[src/sv/mcts_child_scan_ucb1_solver_core_assert.svh]
// Assertion macros shared by the child scan RTL modules.
// Expects signals named clk and arst_n in the including module.
`ifndef MCTS_CHILD_SCAN_UCB1_SOLVER_CORE_ASSERT_SVH
`define MCTS_CHILD_SCAN_UCB1_SOLVER_CORE_ASSERT_SVH

// same-cycle implication
`define MCCS_ASSERT_NOW(lbl, ante, cons, msg) \
	lbl: assert property (@(posedge clk) disable iff (!arst_n) (ante) |-> (cons)) \
		else $error(msg);

// next-cycle implication
`define MCCS_ASSERT_NEXT(lbl, ante, cons, msg) \
	lbl: assert property (@(posedge clk) disable iff (!arst_n) (ante) |=> (cons)) \
		else $error(msg);

`endif

[src/sv/mccs_pkg.sv]
// Shared types, constants and helpers for the child scan / UCB1 / solver core.
// No dependencies; used by every module of the block.
package mccs_pkg;

	localparam int MAX_CHILDREN = 64;
	localparam int CNT_W        = $clog2(MAX_CHILDREN + 1);
	localparam int POS_W        = 6;

	localparam int N_W     = 32;
	localparam int WIN_W   = 48;
	localparam int GAIN_W  = 16;
	localparam int LOG_W   = 21;  // ln(N) in Q16.16, below 2^21
	localparam int T_W     = LOG_W + 1;
	localparam int SQ_IN_W = T_W + 16;
	localparam int SQ_STEPS = SQ_IN_W / 2;
	localparam int SQ_OUT_W = SQ_STEPS;
	localparam int U_W     = GAIN_W + SQ_OUT_W - 8;

	localparam logic [GAIN_W-1:0]  GAIN_RESET = 16'd362;
	localparam logic [15:0]        LN2_Q16    = 16'd45426;
	localparam logic [13:0]        PROOF_BASE = 14'd10000;
	localparam logic [5:0]         DIV_Q_STEPS = 6'd48;
	localparam logic [5:0]         DIV_T_STEPS = 6'(T_W);
	localparam logic [4:0]         LOG_SQ_STEPS = 5'd16;
	localparam logic [SQ_IN_W-1:0] SQ_BIT0 = SQ_IN_W'(1) << (2 * (SQ_STEPS - 1));
	localparam logic signed [17:0] RATE_MAX  = 18'sd131071;
	localparam logic signed [17:0] RATE_NONE = -18'sd65536;

	typedef enum logic [1:0] {
		PROOF_UNKNOWN = 2'd0,
		PROOF_WIN     = 2'd1,
		PROOF_LOSS    = 2'd2,
		PROOF_DRAW    = 2'd3
	} proof_t;

	typedef enum logic [3:0] {
		S_IDLE,
		S_CHECK,
		S_LOG_INIT,
		S_LOG_NORM,
		S_LOG_SQ,
		S_LOG_FIN,
		S_DIV_Q_GO,
		S_DIV_Q_WAIT,
		S_DIV_T_GO,
		S_DIV_T_WAIT,
		S_SQRT_GO,
		S_SQRT_WAIT,
		S_MUL_U,
		S_UPDATE,
		S_EMIT,
		S_EMIT_EMPTY
	} ctrl_state_t;

	// controller -> datapath
	typedef struct packed {
		logic load;
		logic log_init;
		logic log_norm;
		logic log_sq;
		logic log_fin;
		logic div_q_go;
		logic div_t_go;
		logic sqrt_go;
		logic mul_u;
		logic update;
		logic emit_node;
		logic emit_empty;
	} cmd_t;

	// datapath -> controller
	typedef struct packed {
		logic empty;
		logic last;
		logic skip;
		logic first;
		logic x_norm;
		logic sq_done;
		logic div_done;
		logic sqrt_done;
		logic out_free;
	} stat_t;

	// proof depth plus one, saturating at 255
	function automatic logic [7:0] depth_inc(input logic [7:0] d);
		return (d < 8'd254) ? d + 8'd1 : 8'd255;
	endfunction

endpackage

[src/sv/mccs_div.sv]
// Restoring divider, one quotient bit per cycle, variable step count.
// Depends on mccs_pkg for widths.
module mccs_div (
	input  logic                          clk,
	input  logic                          arst_n,
	input  logic                          start,
	input  logic [mccs_pkg::WIN_W-1:0]    dividend,
	input  logic [mccs_pkg::N_W-1:0]      divisor,
	input  logic [5:0]                    steps,
	output logic                          done,
	output logic [mccs_pkg::WIN_W-1:0]    quotient
);

	logic [mccs_pkg::WIN_W-1:0] a_q;
	logic [mccs_pkg::N_W-1:0]   r_q;
	logic [mccs_pkg::N_W-1:0]   d_q;
	logic [5:0]                 cnt_q;
	logic [5:0]                 steps_q;
	logic                       busy_q;
	logic                       done_q;
	logic [mccs_pkg::N_W:0]     r_sh;
	logic [mccs_pkg::N_W:0]     r_sub;
	logic                       ge;

	// one restoring step
	always_comb begin
		r_sh  = {r_q, a_q[mccs_pkg::WIN_W-1]};
		ge    = r_sh >= {1'b0, d_q};
		r_sub = r_sh - {1'b0, d_q};
	end

	// control of the iteration
	always_ff @(posedge clk or negedge arst_n) begin
		if (!arst_n) begin
			busy_q <= 1'b0;
			done_q <= 1'b0;
			cnt_q  <= '0;
		end else if (start) begin
			busy_q <= 1'b1;
			done_q <= 1'b0;
			cnt_q  <= '0;
		end else if (busy_q) begin
			cnt_q  <= cnt_q + 6'd1;
			busy_q <= (cnt_q != steps_q - 6'd1);
			done_q <= (cnt_q == steps_q - 6'd1);
		end else begin
			done_q <= 1'b0;
		end
	end

	// operands
	always_ff @(posedge clk) begin
		if (start) begin
			a_q     <= dividend;
			r_q     <= '0;
			d_q     <= divisor;
			steps_q <= steps;
		end else if (busy_q) begin
			a_q <= {a_q[mccs_pkg::WIN_W-2:0], ge};
			r_q <= ge ? r_sub[mccs_pkg::N_W-1:0] : r_sh[mccs_pkg::N_W-1:0];
		end
	end

	assign done     = done_q;
	assign quotient = a_q;

endmodule

[src/sv/mccs_dp.sv]
// Datapath: item capture, ln(N), divisions, square root, UCB1 value,
// scan accumulators and the result register. Depends on mccs_pkg, mccs_div.
`include "mcts_child_scan_ucb1_solver_core_assert.svh"
module mccs_dp (
	input  logic                           clk,
	input  logic                           arst_n,
	input  mccs_pkg::cmd_t                 cmd,
	output mccs_pkg::stat_t                stat,
	input  logic                           cfg_valid,
	input  logic [mccs_pkg::GAIN_W-1:0]    cfg_data,
	input  logic [31:0]                    child_visits,
	input  logic [47:0]                    child_wins,
	input  logic [1:0]                     child_status,
	input  logic [7:0]                     child_depth,
	input  logic [31:0]                    parent_visits,
	input  logic [1:0]                     node_status_in,
	input  logic [7:0]                     node_depth_in,
	input  logic                           empty_node,
	input  logic                           last_child,
	output logic                           out_valid,
	input  logic                           out_ready,
	output logic [5:0]                     ucb_child,
	output logic [5:0]                     chosen_child,
	output logic [1:0]                     status_out,
	output logic [7:0]                     depth_out
);

	// item registers
	logic [31:0]              n_q;
	logic [47:0]              w_q;
	mccs_pkg::proof_t         st_q;
	logic [7:0]               d_q;
	logic [31:0]              pn_q;
	logic [1:0]               nst_q;
	logic [7:0]               nd_q;
	logic                     empty_q;
	logic                     last_q;
	logic [mccs_pkg::GAIN_W-1:0] gain_q;

	// logarithm
	logic [31:0]              lx_q;
	logic [4:0]               ln_q;
	logic [15:0]              frac_q;
	logic [4:0]               sq_cnt_q;
	logic                     sq_ph_q;
	logic [63:0]              sq_prod_s1;
	logic [32:0]              sq_y;
	logic [mccs_pkg::LOG_W-1:0] log_parent_q;
	logic [37:0]              lp_full;

	// divisions
	logic                     div_start;
	logic [47:0]              div_dividend;
	logic [31:0]              div_divisor;
	logic [5:0]               div_steps;
	logic                     div_done;
	logic [47:0]              div_quo;
	logic                     sel_q_q;
	logic [47:0]              q_q;
	logic [mccs_pkg::T_W-1:0] t_q;

	// square root
	logic [mccs_pkg::SQ_IN_W-1:0] sx_q;
	logic [mccs_pkg::SQ_IN_W-1:0] sres_q;
	logic [mccs_pkg::SQ_IN_W-1:0] sbit_q;
	logic [mccs_pkg::SQ_IN_W-1:0] s_trial;
	logic [4:0]               scnt_q;
	logic                     sbusy_q;
	logic                     sdone_q;
	logic [mccs_pkg::GAIN_W+mccs_pkg::SQ_OUT_W-1:0] u_full;
	logic [mccs_pkg::U_W-1:0] u_q;

	// scan accumulators
	logic [mccs_pkg::CNT_W-1:0] cnt_q;
	logic signed [31:0]       best_val_q;
	logic [5:0]               best_pos_q;
	logic                     f_loss_q;
	logic                     f_allwin_q;
	logic                     f_allproven_q;
	logic [7:0]               loss_min_q;
	logic [7:0]               win_max_q;
	logic [7:0]               draw_min_q;
	logic                     sw_valid_q;
	logic [5:0]               sw_pos_q;
	logic [31:0]              mv_q;
	logic signed [17:0]       mv_rate_q;
	logic                     mv_valid_q;
	logic [5:0]               mv_pos_q;
	logic [7:0]               dl_depth_q;
	logic [5:0]               dl_pos_q;

	// result register
	logic                     out_valid_q;
	logic [5:0]               ucb_q;
	logic [5:0]               chosen_q;
	logic [1:0]               pstat_q;
	logic [7:0]               pdepth_q;

	// child value and move-choice terms
	logic [5:0]               pos;
	logic [48:0]              ucb_sum;
	logic signed [31:0]       ucb_sat;
	logic signed [31:0]       proof_mag;
	logic signed [31:0]       val;
	logic signed [17:0]       rate;
	logic [5:0]               chosen;
	logic [1:0]               pstat;
	logic [7:0]               pdepth;

	// status
	always_comb begin
		stat.empty     = empty_q;
		stat.last      = last_q;
		stat.skip      = cnt_q >= mccs_pkg::CNT_W'(mccs_pkg::MAX_CHILDREN);
		stat.first     = cnt_q == '0;
		stat.x_norm    = lx_q[31];
		stat.sq_done   = sq_cnt_q == mccs_pkg::LOG_SQ_STEPS;
		stat.div_done  = div_done;
		stat.sqrt_done = sdone_q;
		stat.out_free  = !out_valid_q || out_ready;
	end

	// configuration register
	always_ff @(posedge clk or negedge arst_n) begin
		if (!arst_n) begin
			gain_q <= mccs_pkg::GAIN_RESET;
		end else if (cfg_valid) begin
			gain_q <= cfg_data;
		end
	end

	// item capture
	always_ff @(posedge clk) begin
		if (cmd.load) begin
			n_q     <= child_visits;
			w_q     <= child_wins;
			st_q    <= mccs_pkg::proof_t'(child_status);
			d_q     <= child_depth;
			pn_q    <= parent_visits;
			nst_q   <= node_status_in;
			nd_q    <= node_depth_in;
			empty_q <= empty_node;
			last_q  <= last_child;
		end
	end

	// ln(N): normalize, then 16 squarings (multiply, then renormalize)
	assign sq_y    = sq_prod_s1[63:31];
	assign lp_full = 38'({ln_q, frac_q}) * 38'(mccs_pkg::LN2_Q16) + 38'd32768;

	always_ff @(posedge clk) begin
		if (cmd.log_init) begin
			lx_q     <= (pn_q == '0) ? 32'd1 : pn_q;
			ln_q     <= 5'd31;
			frac_q   <= '0;
			sq_cnt_q <= '0;
			sq_ph_q  <= 1'b0;
		end else if (cmd.log_norm && !lx_q[31]) begin
			lx_q <= {lx_q[30:0], 1'b0};
			ln_q <= ln_q - 5'd1;
		end else if (cmd.log_sq && !stat.sq_done) begin
			if (!sq_ph_q) begin
				sq_prod_s1 <= 64'(lx_q) * 64'(lx_q);
				sq_ph_q    <= 1'b1;
			end else begin
				lx_q     <= sq_y[32] ? sq_y[32:1] : sq_y[31:0];
				frac_q   <= {frac_q[14:0], sq_y[32]};
				sq_cnt_q <= sq_cnt_q + 5'd1;
				sq_ph_q  <= 1'b0;
			end
		end
		if (cmd.log_fin) begin
			log_parent_q <= lp_full[36:16];
		end
	end

	// shared divider: w / n, then 2 ln(N) / n
	always_comb begin
		div_start   = cmd.div_q_go || cmd.div_t_go;
		div_divisor = (n_q == '0) ? 32'd1 : n_q;
		if (cmd.div_q_go) begin
			div_dividend = w_q;
			div_steps    = mccs_pkg::DIV_Q_STEPS;
		end else begin
			div_dividend = {log_parent_q, 1'b0, (48 - mccs_pkg::T_W)'(0)};
			div_steps    = mccs_pkg::DIV_T_STEPS;
		end
	end

	mccs_div u_div (
		.clk      (clk),
		.arst_n   (arst_n),
		.start    (div_start),
		.dividend (div_dividend),
		.divisor  (div_divisor),
		.steps    (div_steps),
		.done     (div_done),
		.quotient (div_quo)
	);

	always_ff @(posedge clk) begin
		if (div_start) begin
			sel_q_q <= cmd.div_q_go;
		end
		if (div_done && sel_q_q) begin
			q_q <= (n_q == '0) ? 48'd0 : div_quo;
		end
		if (div_done && !sel_q_q) begin
			t_q <= div_quo[mccs_pkg::T_W-1:0];
		end
	end

	// square root of t in Q16.16, one result bit per cycle
	assign s_trial = sres_q + sbit_q;

	always_ff @(posedge clk or negedge arst_n) begin
		if (!arst_n) begin
			sbusy_q <= 1'b0;
			sdone_q <= 1'b0;
			scnt_q  <= '0;
		end else if (cmd.sqrt_go) begin
			sbusy_q <= 1'b1;
			sdone_q <= 1'b0;
			scnt_q  <= '0;
		end else if (sbusy_q) begin
			scnt_q  <= scnt_q + 5'd1;
			sbusy_q <= (scnt_q != 5'(mccs_pkg::SQ_STEPS - 1));
			sdone_q <= (scnt_q == 5'(mccs_pkg::SQ_STEPS - 1));
		end else begin
			sdone_q <= 1'b0;
		end
	end

	always_ff @(posedge clk) begin
		if (cmd.sqrt_go) begin
			sx_q   <= {t_q, 16'h0000};
			sres_q <= '0;
			sbit_q <= mccs_pkg::SQ_BIT0;
		end else if (sbusy_q) begin
			if (sx_q >= s_trial) begin
				sx_q   <= sx_q - s_trial;
				sres_q <= (sres_q >> 1) + sbit_q;
			end else begin
				sres_q <= sres_q >> 1;
			end
			sbit_q <= sbit_q >> 2;
		end
	end

	// exploration term
	assign u_full = (mccs_pkg::GAIN_W + mccs_pkg::SQ_OUT_W)'(gain_q)
		* (mccs_pkg::GAIN_W + mccs_pkg::SQ_OUT_W)'(sres_q[mccs_pkg::SQ_OUT_W-1:0]);

	always_ff @(posedge clk) begin
		if (cmd.mul_u) begin
			u_q <= u_full[mccs_pkg::GAIN_W+mccs_pkg::SQ_OUT_W-1:8];
		end
	end

	// child value and win rate
	always_comb begin
		pos       = cnt_q[5:0];
		ucb_sum   = {1'b0, q_q} + 49'(u_q);
		ucb_sat   = (ucb_sum > 49'h0_7FFF_FFFF) ? 32'sh7FFF_FFFF : signed'(ucb_sum[31:0]);
		proof_mag = signed'({2'b00, mccs_pkg::PROOF_BASE - {6'd0, d_q}, 16'h0000});
		case (st_q)
			mccs_pkg::PROOF_LOSS: val = proof_mag;
			mccs_pkg::PROOF_WIN:  val = -proof_mag;
			default:              val = ucb_sat;
		endcase
		rate = (|q_q[47:17]) ? mccs_pkg::RATE_MAX : signed'({1'b0, q_q[16:0]});
	end

	// node result from the accumulators
	always_comb begin
		if (sw_valid_q) begin
			chosen = sw_pos_q;
		end else if (mv_valid_q) begin
			chosen = mv_pos_q;
		end else begin
			chosen = dl_pos_q;
		end
		if (f_loss_q) begin
			pstat  = mccs_pkg::PROOF_WIN;
			pdepth = mccs_pkg::depth_inc(loss_min_q);
		end else if (f_allwin_q) begin
			pstat  = mccs_pkg::PROOF_LOSS;
			pdepth = mccs_pkg::depth_inc(win_max_q);
		end else if (f_allproven_q) begin
			pstat  = mccs_pkg::PROOF_DRAW;
			pdepth = mccs_pkg::depth_inc(draw_min_q);
		end else begin
			pstat  = nst_q;
			pdepth = nd_q;
		end
	end

	// scan accumulators; cleared after every result
	always_ff @(posedge clk or negedge arst_n) begin
		if (!arst_n) begin
			cnt_q         <= '0;
			best_val_q    <= 32'sh8000_0000;
			best_pos_q    <= '0;
			f_loss_q      <= 1'b0;
			f_allwin_q    <= 1'b1;
			f_allproven_q <= 1'b1;
			loss_min_q    <= 8'd255;
			win_max_q     <= '0;
			draw_min_q    <= 8'd255;
			sw_valid_q    <= 1'b0;
			sw_pos_q      <= '0;
			mv_q          <= '0;
			mv_rate_q     <= mccs_pkg::RATE_NONE;
			mv_valid_q    <= 1'b0;
			mv_pos_q      <= '0;
			dl_depth_q    <= '0;
			dl_pos_q      <= '0;
		end else if (cmd.emit_node || cmd.emit_empty) begin
			cnt_q         <= '0;
			best_val_q    <= 32'sh8000_0000;
			best_pos_q    <= '0;
			f_loss_q      <= 1'b0;
			f_allwin_q    <= 1'b1;
			f_allproven_q <= 1'b1;
			loss_min_q    <= 8'd255;
			win_max_q     <= '0;
			draw_min_q    <= 8'd255;
			sw_valid_q    <= 1'b0;
			sw_pos_q      <= '0;
			mv_q          <= '0;
			mv_rate_q     <= mccs_pkg::RATE_NONE;
			mv_valid_q    <= 1'b0;
			mv_pos_q      <= '0;
			dl_depth_q    <= '0;
			dl_pos_q      <= '0;
		end else if (cmd.update) begin
			if (val > best_val_q) begin
				best_val_q <= val;
				best_pos_q <= pos;
			end
			if (st_q == mccs_pkg::PROOF_LOSS) begin
				f_loss_q <= 1'b1;
				if (d_q < loss_min_q) begin
					loss_min_q <= d_q;
					sw_valid_q <= 1'b1;
					sw_pos_q   <= pos;
				end
			end
			if (st_q != mccs_pkg::PROOF_WIN) begin
				f_allwin_q <= 1'b0;
			end else if (d_q > win_max_q) begin
				win_max_q <= d_q;
			end
			if (st_q == mccs_pkg::PROOF_UNKNOWN) begin
				f_allproven_q <= 1'b0;
			end
			if (st_q == mccs_pkg::PROOF_DRAW && d_q < draw_min_q) begin
				draw_min_q <= d_q;
			end
			if (st_q != mccs_pkg::PROOF_WIN
				&& (n_q > mv_q || (n_q == mv_q && rate > mv_rate_q))) begin
				mv_q       <= n_q;
				mv_rate_q  <= rate;
				mv_valid_q <= 1'b1;
				mv_pos_q   <= pos;
			end
			if (d_q >= dl_depth_q) begin
				dl_depth_q <= d_q;
				dl_pos_q   <= pos;
			end
			cnt_q <= cnt_q + mccs_pkg::CNT_W'(1);
		end
	end

	// result register
	always_ff @(posedge clk or negedge arst_n) begin
		if (!arst_n) begin
			out_valid_q <= 1'b0;
		end else if (cmd.emit_node || cmd.emit_empty) begin
			out_valid_q <= 1'b1;
		end else if (out_ready) begin
			out_valid_q <= 1'b0;
		end
	end

	always_ff @(posedge clk) begin
		if (cmd.emit_empty) begin
			ucb_q    <= '0;
			chosen_q <= '0;
			pstat_q  <= mccs_pkg::PROOF_LOSS;
			pdepth_q <= '0;
		end else if (cmd.emit_node) begin
			ucb_q    <= best_pos_q;
			chosen_q <= chosen;
			pstat_q  <= pstat;
			pdepth_q <= pdepth;
		end
	end

	assign out_valid    = out_valid_q;
	assign ucb_child    = ucb_q;
	assign chosen_child = chosen_q;
	assign status_out   = pstat_q;
	assign depth_out    = pdepth_q;

	`MCCS_ASSERT_NOW(a_cnt_range, 1'b1,
		cnt_q <= mccs_pkg::CNT_W'(mccs_pkg::MAX_CHILDREN), "child count past limit")
	`MCCS_ASSERT_NOW(a_log_norm, cmd.log_sq, lx_q[31], "log mantissa lost normalization")
	`MCCS_ASSERT_NOW(a_out_src, $rose(out_valid_q),
		$past(cmd.emit_node || cmd.emit_empty), "result appeared without emit")

endmodule

[src/sv/mccs_ctrl.sv]
// Controller state machine sequencing the per-child work and the result.
// Depends on mccs_pkg; drives mccs_dp through cmd_t, reads stat_t.
`include "mcts_child_scan_ucb1_solver_core_assert.svh"
module mccs_ctrl (
	input  logic              clk,
	input  logic              arst_n,
	input  logic              in_valid,
	output logic              in_ready,
	input  mccs_pkg::stat_t   stat,
	output mccs_pkg::cmd_t    cmd
);

	mccs_pkg::ctrl_state_t state_q;
	mccs_pkg::ctrl_state_t state_d;

	always_ff @(posedge clk or negedge arst_n) begin
		if (!arst_n) begin
			state_q <= mccs_pkg::S_IDLE;
		end else begin
			state_q <= state_d;
		end
	end

	// next state
	always_comb begin
		state_d = state_q;
		case (state_q)
			mccs_pkg::S_IDLE: begin
				if (in_valid) state_d = mccs_pkg::S_CHECK;
			end
			mccs_pkg::S_CHECK: begin
				if (stat.empty) begin
					state_d = mccs_pkg::S_EMIT_EMPTY;
				end else if (stat.skip) begin
					state_d = stat.last ? mccs_pkg::S_EMIT : mccs_pkg::S_IDLE;
				end else if (stat.first) begin
					state_d = mccs_pkg::S_LOG_INIT;
				end else begin
					state_d = mccs_pkg::S_DIV_Q_GO;
				end
			end
			mccs_pkg::S_LOG_INIT: state_d = mccs_pkg::S_LOG_NORM;
			mccs_pkg::S_LOG_NORM: begin
				if (stat.x_norm) state_d = mccs_pkg::S_LOG_SQ;
			end
			mccs_pkg::S_LOG_SQ: begin
				if (stat.sq_done) state_d = mccs_pkg::S_LOG_FIN;
			end
			mccs_pkg::S_LOG_FIN:  state_d = mccs_pkg::S_DIV_Q_GO;
			mccs_pkg::S_DIV_Q_GO: state_d = mccs_pkg::S_DIV_Q_WAIT;
			mccs_pkg::S_DIV_Q_WAIT: begin
				if (stat.div_done) state_d = mccs_pkg::S_DIV_T_GO;
			end
			mccs_pkg::S_DIV_T_GO: state_d = mccs_pkg::S_DIV_T_WAIT;
			mccs_pkg::S_DIV_T_WAIT: begin
				if (stat.div_done) state_d = mccs_pkg::S_SQRT_GO;
			end
			mccs_pkg::S_SQRT_GO: state_d = mccs_pkg::S_SQRT_WAIT;
			mccs_pkg::S_SQRT_WAIT: begin
				if (stat.sqrt_done) state_d = mccs_pkg::S_MUL_U;
			end
			mccs_pkg::S_MUL_U: state_d = mccs_pkg::S_UPDATE;
			mccs_pkg::S_UPDATE: begin
				state_d = stat.last ? mccs_pkg::S_EMIT : mccs_pkg::S_IDLE;
			end
			mccs_pkg::S_EMIT, mccs_pkg::S_EMIT_EMPTY: begin
				if (stat.out_free) state_d = mccs_pkg::S_IDLE;
			end
			default: state_d = mccs_pkg::S_IDLE;
		endcase
	end

	// outputs
	always_comb begin
		cmd      = '0;
		in_ready = 1'b0;
		case (state_q)
			mccs_pkg::S_IDLE: begin
				in_ready = 1'b1;
				cmd.load = in_valid;
			end
			mccs_pkg::S_LOG_INIT:   cmd.log_init   = 1'b1;
			mccs_pkg::S_LOG_NORM:   cmd.log_norm   = 1'b1;
			mccs_pkg::S_LOG_SQ:     cmd.log_sq     = 1'b1;
			mccs_pkg::S_LOG_FIN:    cmd.log_fin    = 1'b1;
			mccs_pkg::S_DIV_Q_GO:   cmd.div_q_go   = 1'b1;
			mccs_pkg::S_DIV_T_GO:   cmd.div_t_go   = 1'b1;
			mccs_pkg::S_SQRT_GO:    cmd.sqrt_go    = 1'b1;
			mccs_pkg::S_MUL_U:      cmd.mul_u      = 1'b1;
			mccs_pkg::S_UPDATE:     cmd.update     = 1'b1;
			mccs_pkg::S_EMIT:       cmd.emit_node  = stat.out_free;
			mccs_pkg::S_EMIT_EMPTY: cmd.emit_empty = stat.out_free;
			default: begin
				cmd      = '0;
				in_ready = 1'b0;
			end
		endcase
	end

	`MCCS_ASSERT_NOW(a_emit_free, cmd.emit_node || cmd.emit_empty, stat.out_free,
		"result overwritten while pending")
	`MCCS_ASSERT_NEXT(a_load_check, cmd.load, state_q == mccs_pkg::S_CHECK,
		"beat accepted but not checked")
	`MCCS_ASSERT_NOW(a_update_ok, cmd.update, !stat.skip && !stat.empty,
		"update on a skipped or empty beat")

endmodule

[src/sv/mcts_child_scan_ucb1_solver_core.sv]
// Top level of the child scan core: UCB1 selection, robust move choice and
// solver proof for one node per scan. Depends on mccs_pkg, mccs_ctrl, mccs_dp.
//
// Usage:
//  - Input channel (in_valid/in_ready): one beat per child record of a node;
//    the beat with last_child set closes the node. A beat with empty_node
//    set closes a node with no children (loss at depth 0).
//  - Output channel (out_valid/out_ready): one beat per closed node with
//    ucb_child, chosen_child, status_out and depth_out.
//  - Config channel (cfg_valid/cfg_ready/cfg_data): exploration gain,
//    Q8.8, reset 362; always ready, write only while the core is idle.
//  - Sequencing: one child at a time. A child's time is set by the
//    shared 1-bit-per-cycle divider (48 steps for w/n, 22 for ln/n)
//    and the 19-step square root. A node's first child adds the ln(N)
//    work: up to 31 normalize shifts and 16 squarings, each a multiply
//    and a renormalize. Skipped children past the limit are not computed.
//  - Results are held in an output register; while it is stalled the core
//    keeps scanning the next node and waits only when that node closes.
//  - Reset clears the scan state, drops any pending result, and restores
//    the gain.
module mcts_child_scan_ucb1_solver_core (
	input  logic        clk,
	input  logic        arst_n,
	input  logic        cfg_valid,
	output logic        cfg_ready,
	input  logic [15:0] cfg_data,
	input  logic        in_valid,
	output logic        in_ready,
	input  logic [31:0] child_visits,
	input  logic [47:0] child_wins,
	input  logic [1:0]  child_status,
	input  logic [7:0]  child_depth,
	input  logic [31:0] parent_visits,
	input  logic [1:0]  node_status_in,
	input  logic [7:0]  node_depth_in,
	input  logic        empty_node,
	input  logic        last_child,
	output logic        out_valid,
	input  logic        out_ready,
	output logic [5:0]  ucb_child,
	output logic [5:0]  chosen_child,
	output logic [1:0]  status_out,
	output logic [7:0]  depth_out
);

	mccs_pkg::cmd_t  cmd;
	mccs_pkg::stat_t stat;

	assign cfg_ready = 1'b1;

	mccs_ctrl u_ctrl (
		.clk      (clk),
		.arst_n   (arst_n),
		.in_valid (in_valid),
		.in_ready (in_ready),
		.stat     (stat),
		.cmd      (cmd)
	);

	mccs_dp u_dp (
		.clk            (clk),
		.arst_n         (arst_n),
		.cmd            (cmd),
		.stat           (stat),
		.cfg_valid      (cfg_valid),
		.cfg_data       (cfg_data),
		.child_visits   (child_visits),
		.child_wins     (child_wins),
		.child_status   (child_status),
		.child_depth    (child_depth),
		.parent_visits  (parent_visits),
		.node_status_in (node_status_in),
		.node_depth_in  (node_depth_in),
		.empty_node     (empty_node),
		.last_child     (last_child),
		.out_valid      (out_valid),
		.out_ready      (out_ready),
		.ucb_child      (ucb_child),
		.chosen_child   (chosen_child),
		.status_out     (status_out),
		.depth_out      (depth_out)
	);

endmodule
[config.mk]
export PLATFORM = sky130hd
export DESIGN_NAME = mcts_child_scan_ucb1_solver_core
export DESIGN_NICKNAME = d
export VERILOG_FILES = /design/src/sv/mccs_pkg.sv /design/src/sv/mccs_div.sv /design/src/sv/mccs_dp.sv /design/src/sv/mccs_ctrl.sv /design/src/sv/mcts_child_scan_ucb1_solver_core.sv
export VERILOG_INCLUDE_DIRS = /design/src /design/src/sv
export SDC_FILE = /design/constraint.sdc
export NUM_CORES = 2
export LEC_CHECK = 0
export ABC_CLOCK_PERIOD_IN_PS = 8500
export BUFFER_PORTS_ARGS = -buffer_cell sky130_fd_sc_hd__buf_2
export CAP_MARGIN = 15
export CORE_ASPECT_RATIO = 0.5
export CORE_MARGIN = 2
export CORE_UTILIZATION = 40
export DETAILED_ROUTE_END_ITERATION = 10
export PLACE_DENSITY = 0.62
export SYNTH_ARGS = -nofsm -noshare
export SYNTH_HDL_FRONTEND = slang
export SYNTH_SLANG_ARGS = --single-unit
[constraint.sdc]
create_clock -name clk -period 8.5 [get_ports clk]
set_input_delay 0.85 -clock clk [delete_from_list [all_inputs] [get_ports clk]]
set_output_delay 0.85 -clock clk [all_outputs]
set_load 0.03 [all_outputs]
==> impl_results.md <==
- Reg clk slew, reported paths: about 0.060 ns
- Mapped Area: 83100 um2
- Startpoint Class: flop
- Max frequency: 0.120 GHz
- CP Capture Type: flop
- H-tree level count: 3
- Total grt overflow: 0
- Placed Cells: roughly 11000
- First-pass GRT wire length: between 300000 and 400000 um
- Crit path kind: flop to flop
- Max VDD drop: between 0.1 and 0.15 mV
- Sink Count: ~760
- Max FO, Critical Path: 6
- Slew HR: 27.1%
- Via count: between 50000 and 60000
- Post-Layout Cell Count: 11500
- Largest cells by area after synthesis: fa_1 (28%), edfxtp_1 (15%), ha_1 (12%), inv_1 (7.2%), dfrtp_1 (4.8%)
- Starting Density: approximately two fifths
- Logic pwr share: under 10%
- Number of flops mapped to enable cells by yosys: about 420
- Layout cells sized above 1: 8.37%
- Gate Count Post-Synth: roughly 8600
- Die height: 326 um
- Final total power: between 0.008 and 0.009 W
- Core box area: just over 200000 um2
- CTS tree: yes
- Mapped Nets: roughly 11000
- Fillers: 19800
- Main synth FF type: edfxtp_1
- Num rows: approximately 120
- Clk_skew: approximately 0.038 ns
- Final hold vios: 0
- Critical-path top delay cell: fa_1
- Number of CTS-inserted buffers: between 80 and 90
- Clk buf depth: 3
- GP Congestion: 0.920
- Pre-antenna DRT Iters: 6
- Post-synthesis cell type with the largest combined area: fa_1
- RSZ-0062 raised after global routing: true
- WL final: between 200000 and 250000 um
- Count of final setup violators: 0
- Largest net degree at the start of global routing: roughly 110
- Sw Share: ~22%
- PwrDens: 88.0 nW/um2
- Reg power frac: roughly half
- CP arrival: 8.81 ns
- Worst-Margin Slew: 1.08 ns
- Final layout net count: around 11000
- Crit-path max cell delay: between 0.5 and 0.6 ns
- Full die area: roughly 210000 um2
- Post-synth ARST share: about a quarter
- Clk_lat worst skew: roughly 0.7 ns
- CP top delay family: adder cells
- Most frequent cells in the layout: inv_1 (1593), fa_1 (1138), nand2_1 (926)
- Sequential area share after synthesis: about a quarter
- Synth Area per Inst: about 9.7 um2
- Run status: finished clean
- Die X: 649 um
- WL/cell: about 18 um
- Buf+Inv Stages, Crit Path: 10
- Clk pwr share: 50.1%
- Area delta synth->final: 9.96%
- Initial antenna violation count: 3
- Final Cycle Share: between 90% and 100%
- Max cap viols: 0
- Post-synth top area share: ~28%
- Psw: 0.00181 W
- Cts hold-fix bufs: 0
- Critical path's most frequent cell: fa_1
- Post-synth cell types: between 90 and 100
- Post-DRT Antenna Nets: 0
- Placed wire-length estimate: 165000 um
- Buffers on Ports: around 180
- DR iter-0 viols: 3691
- Remaining DRCs: 0
- Fin crit period: between 8 and 9 ns
- Worst path required time: between 8 and 9 ns
- Commonest non-fill, non-tap cell in the layout: inv_1
- Via density: approximately 5
- Leak pwr: 42.9 nW
- Vias in the first global route: slightly above 60000
- Global router's overall resource usage: 20.2%
- Flops & latches, synth: between 700 and 800
- Num ports: 180
- Yosys warns: 0
- CTS root buffer: clkbuf_16
- Cell Int Power: roughly 0.0062 W
- Max-slew violation count: 0
- Worst hold path type: input pin to asynchronous set/reset pin
-- sequential cells by signal (all words and copies together), names as in the netlist, 33 cells and up --
signal               count
u_dp.sres_q             38
u_dp.u_div.quotient     48
u_dp.sq_prod_s1         33
u_dp.q_q                48
u_dp.w_q                48
u_dp.sx_q               38
-- power groups by stage --
stage	Combinational (W)	Clock, W	Sequential, W
after floorplan	0.0000421	0	0.00396
after global placement	0.0000882	0	0.00400
after detailed placement	0.0000897	0	0.00400
after CTS	0.0000900	0.00414	0.00393
after global routing	0.0000949	0.00427	0.00393
final	0.0000861	0.00403	0.00393
-- worst register-to-register path, delay by kind of cell (launching register included) --
kind	cells	cell delay, ns
compound gates	9	2.00
xor+xnor	1	0.13
fa+ha+maj	9	4.38
buf+inv	10	0.92
flops	1	0.53
simple gates	1	0.14
-- cell usage after synthesis, drive strengths merged (15+ instances only) --
master and number:
nand2b 55, buf 35, or2 42, mux2 21, o21ai 292, o31ai 75
a22o 40, nor4 37, clkbuf 343, xor2 126, o21a 54, fa 1147
dfxtp 154, or3 15, o21bai 33, nand3 81, ha 783, a211oi 38
nand2 930, nor3 57, dfstp 26, inv 1604, nor2 408, and2 306
a21o 145, o211ai 39, and3 26, nor2b 113, nand4 72, a21oi 302
edfxtp 421, a31oi 54, dfrtp 160, mux2i 145, xnor2 176
-- area by class of cell --
| cell class | count | area (um2) | area share [%] |
|---|---|---|---|
| timing repair buffer | 404 | 2840 | 3.11 |
| antenna | 3 | 7.51 | 0.00821 |
| clock buffer | 111 | 2400 | 2.63 |
| inverter | 1610 | 6040 | 6.61 |
| sequential | 761 | 20400 | 22.3 |
| clock inverter | 50 | 642 | 0.702 |
| tap | 2760 | 3450 | 3.78 |
| multi-input combinational | 5801 | 55600 | 60.8 |
-- cell families after synthesis --
family,synth area share [%]
AND/OR/NAND/NOR,12.4
multiplexers,2.03
buffers and inverters,9.01
other,0.00451
flip-flops,24.6
AO/OA/AOI/OAI,9.39
adder cells (fa/ha/maj),39.4
XOR/XNOR,3.18
-- metrics by stage --
step | hold slack (ns) | instance area, um2 | utilization, % | worst slack (ns) | TNS, ns
after CTS | 0.168 | 90900 | 44.0 | 0.0135 | 0
after global placement | 0.422 | 87800 | 42.5 | -0.407 | -2.25
after floorplan | 0.431 | 83100 | - | 0.0992 | 0
after detailed placement | 0.432 | 87800 | 42.5 | -0.488 | -3.38
final | 0.190 | 91400 | 44.2 | 0.138 | 0
after global routing | 0.200 | 91400 | 44.2 | -0.125 | -0.336
-- metal layers --
metal	track usage (%)	share of wire [%]	routed length, um
met2	34.7	49	102000
met3	2.54	4.4	9310
met1	26.9	44	92700
met4	5.42	2.8	5810
met5	0	0	0
-- timing repair --
item / in CTS / in global routing
setup endpoints to repair: 15 / 16
pin swaps: 6 / 20
resized for setup: 10 / 60
buffers inserted: 1 / 18
-- final timing paths --
path | slack (ns) | start | cells after the start | endpoint
worst max-delay path | 0.14 | u_dp.lx_q[4]$_DFFE_PP_ | 30 | u_dp.sq_prod_s1[61]$_DFFE_PP_
worst min-delay path | 0.19 | arst_n | 1 | u_dp.gain_q[9]$_DFFE_PN0P_
worst max register to register | 0.14 | u_dp.lx_q[4]$_DFFE_PP_ | 30 | u_dp.sq_prod_s1[61]$_DFFE_PP_
worst min register to register | 0.44 | u_dp.ucb_child[4]$_SDFFE_PP0P_ | 2 | u_dp.ucb_child[4]$_SDFFE_PP0P_
max in group asynchronous | 6.17 | arst_n | 3 | u_dp.u_div.busy_q$_DFF_PN0_
min in group clk | 0.31 | node_depth_in[1] | 1 | u_dp.nd_q[1]$_DFFE_PP_
Note: power is estimated with default switching activity, not from simulation.
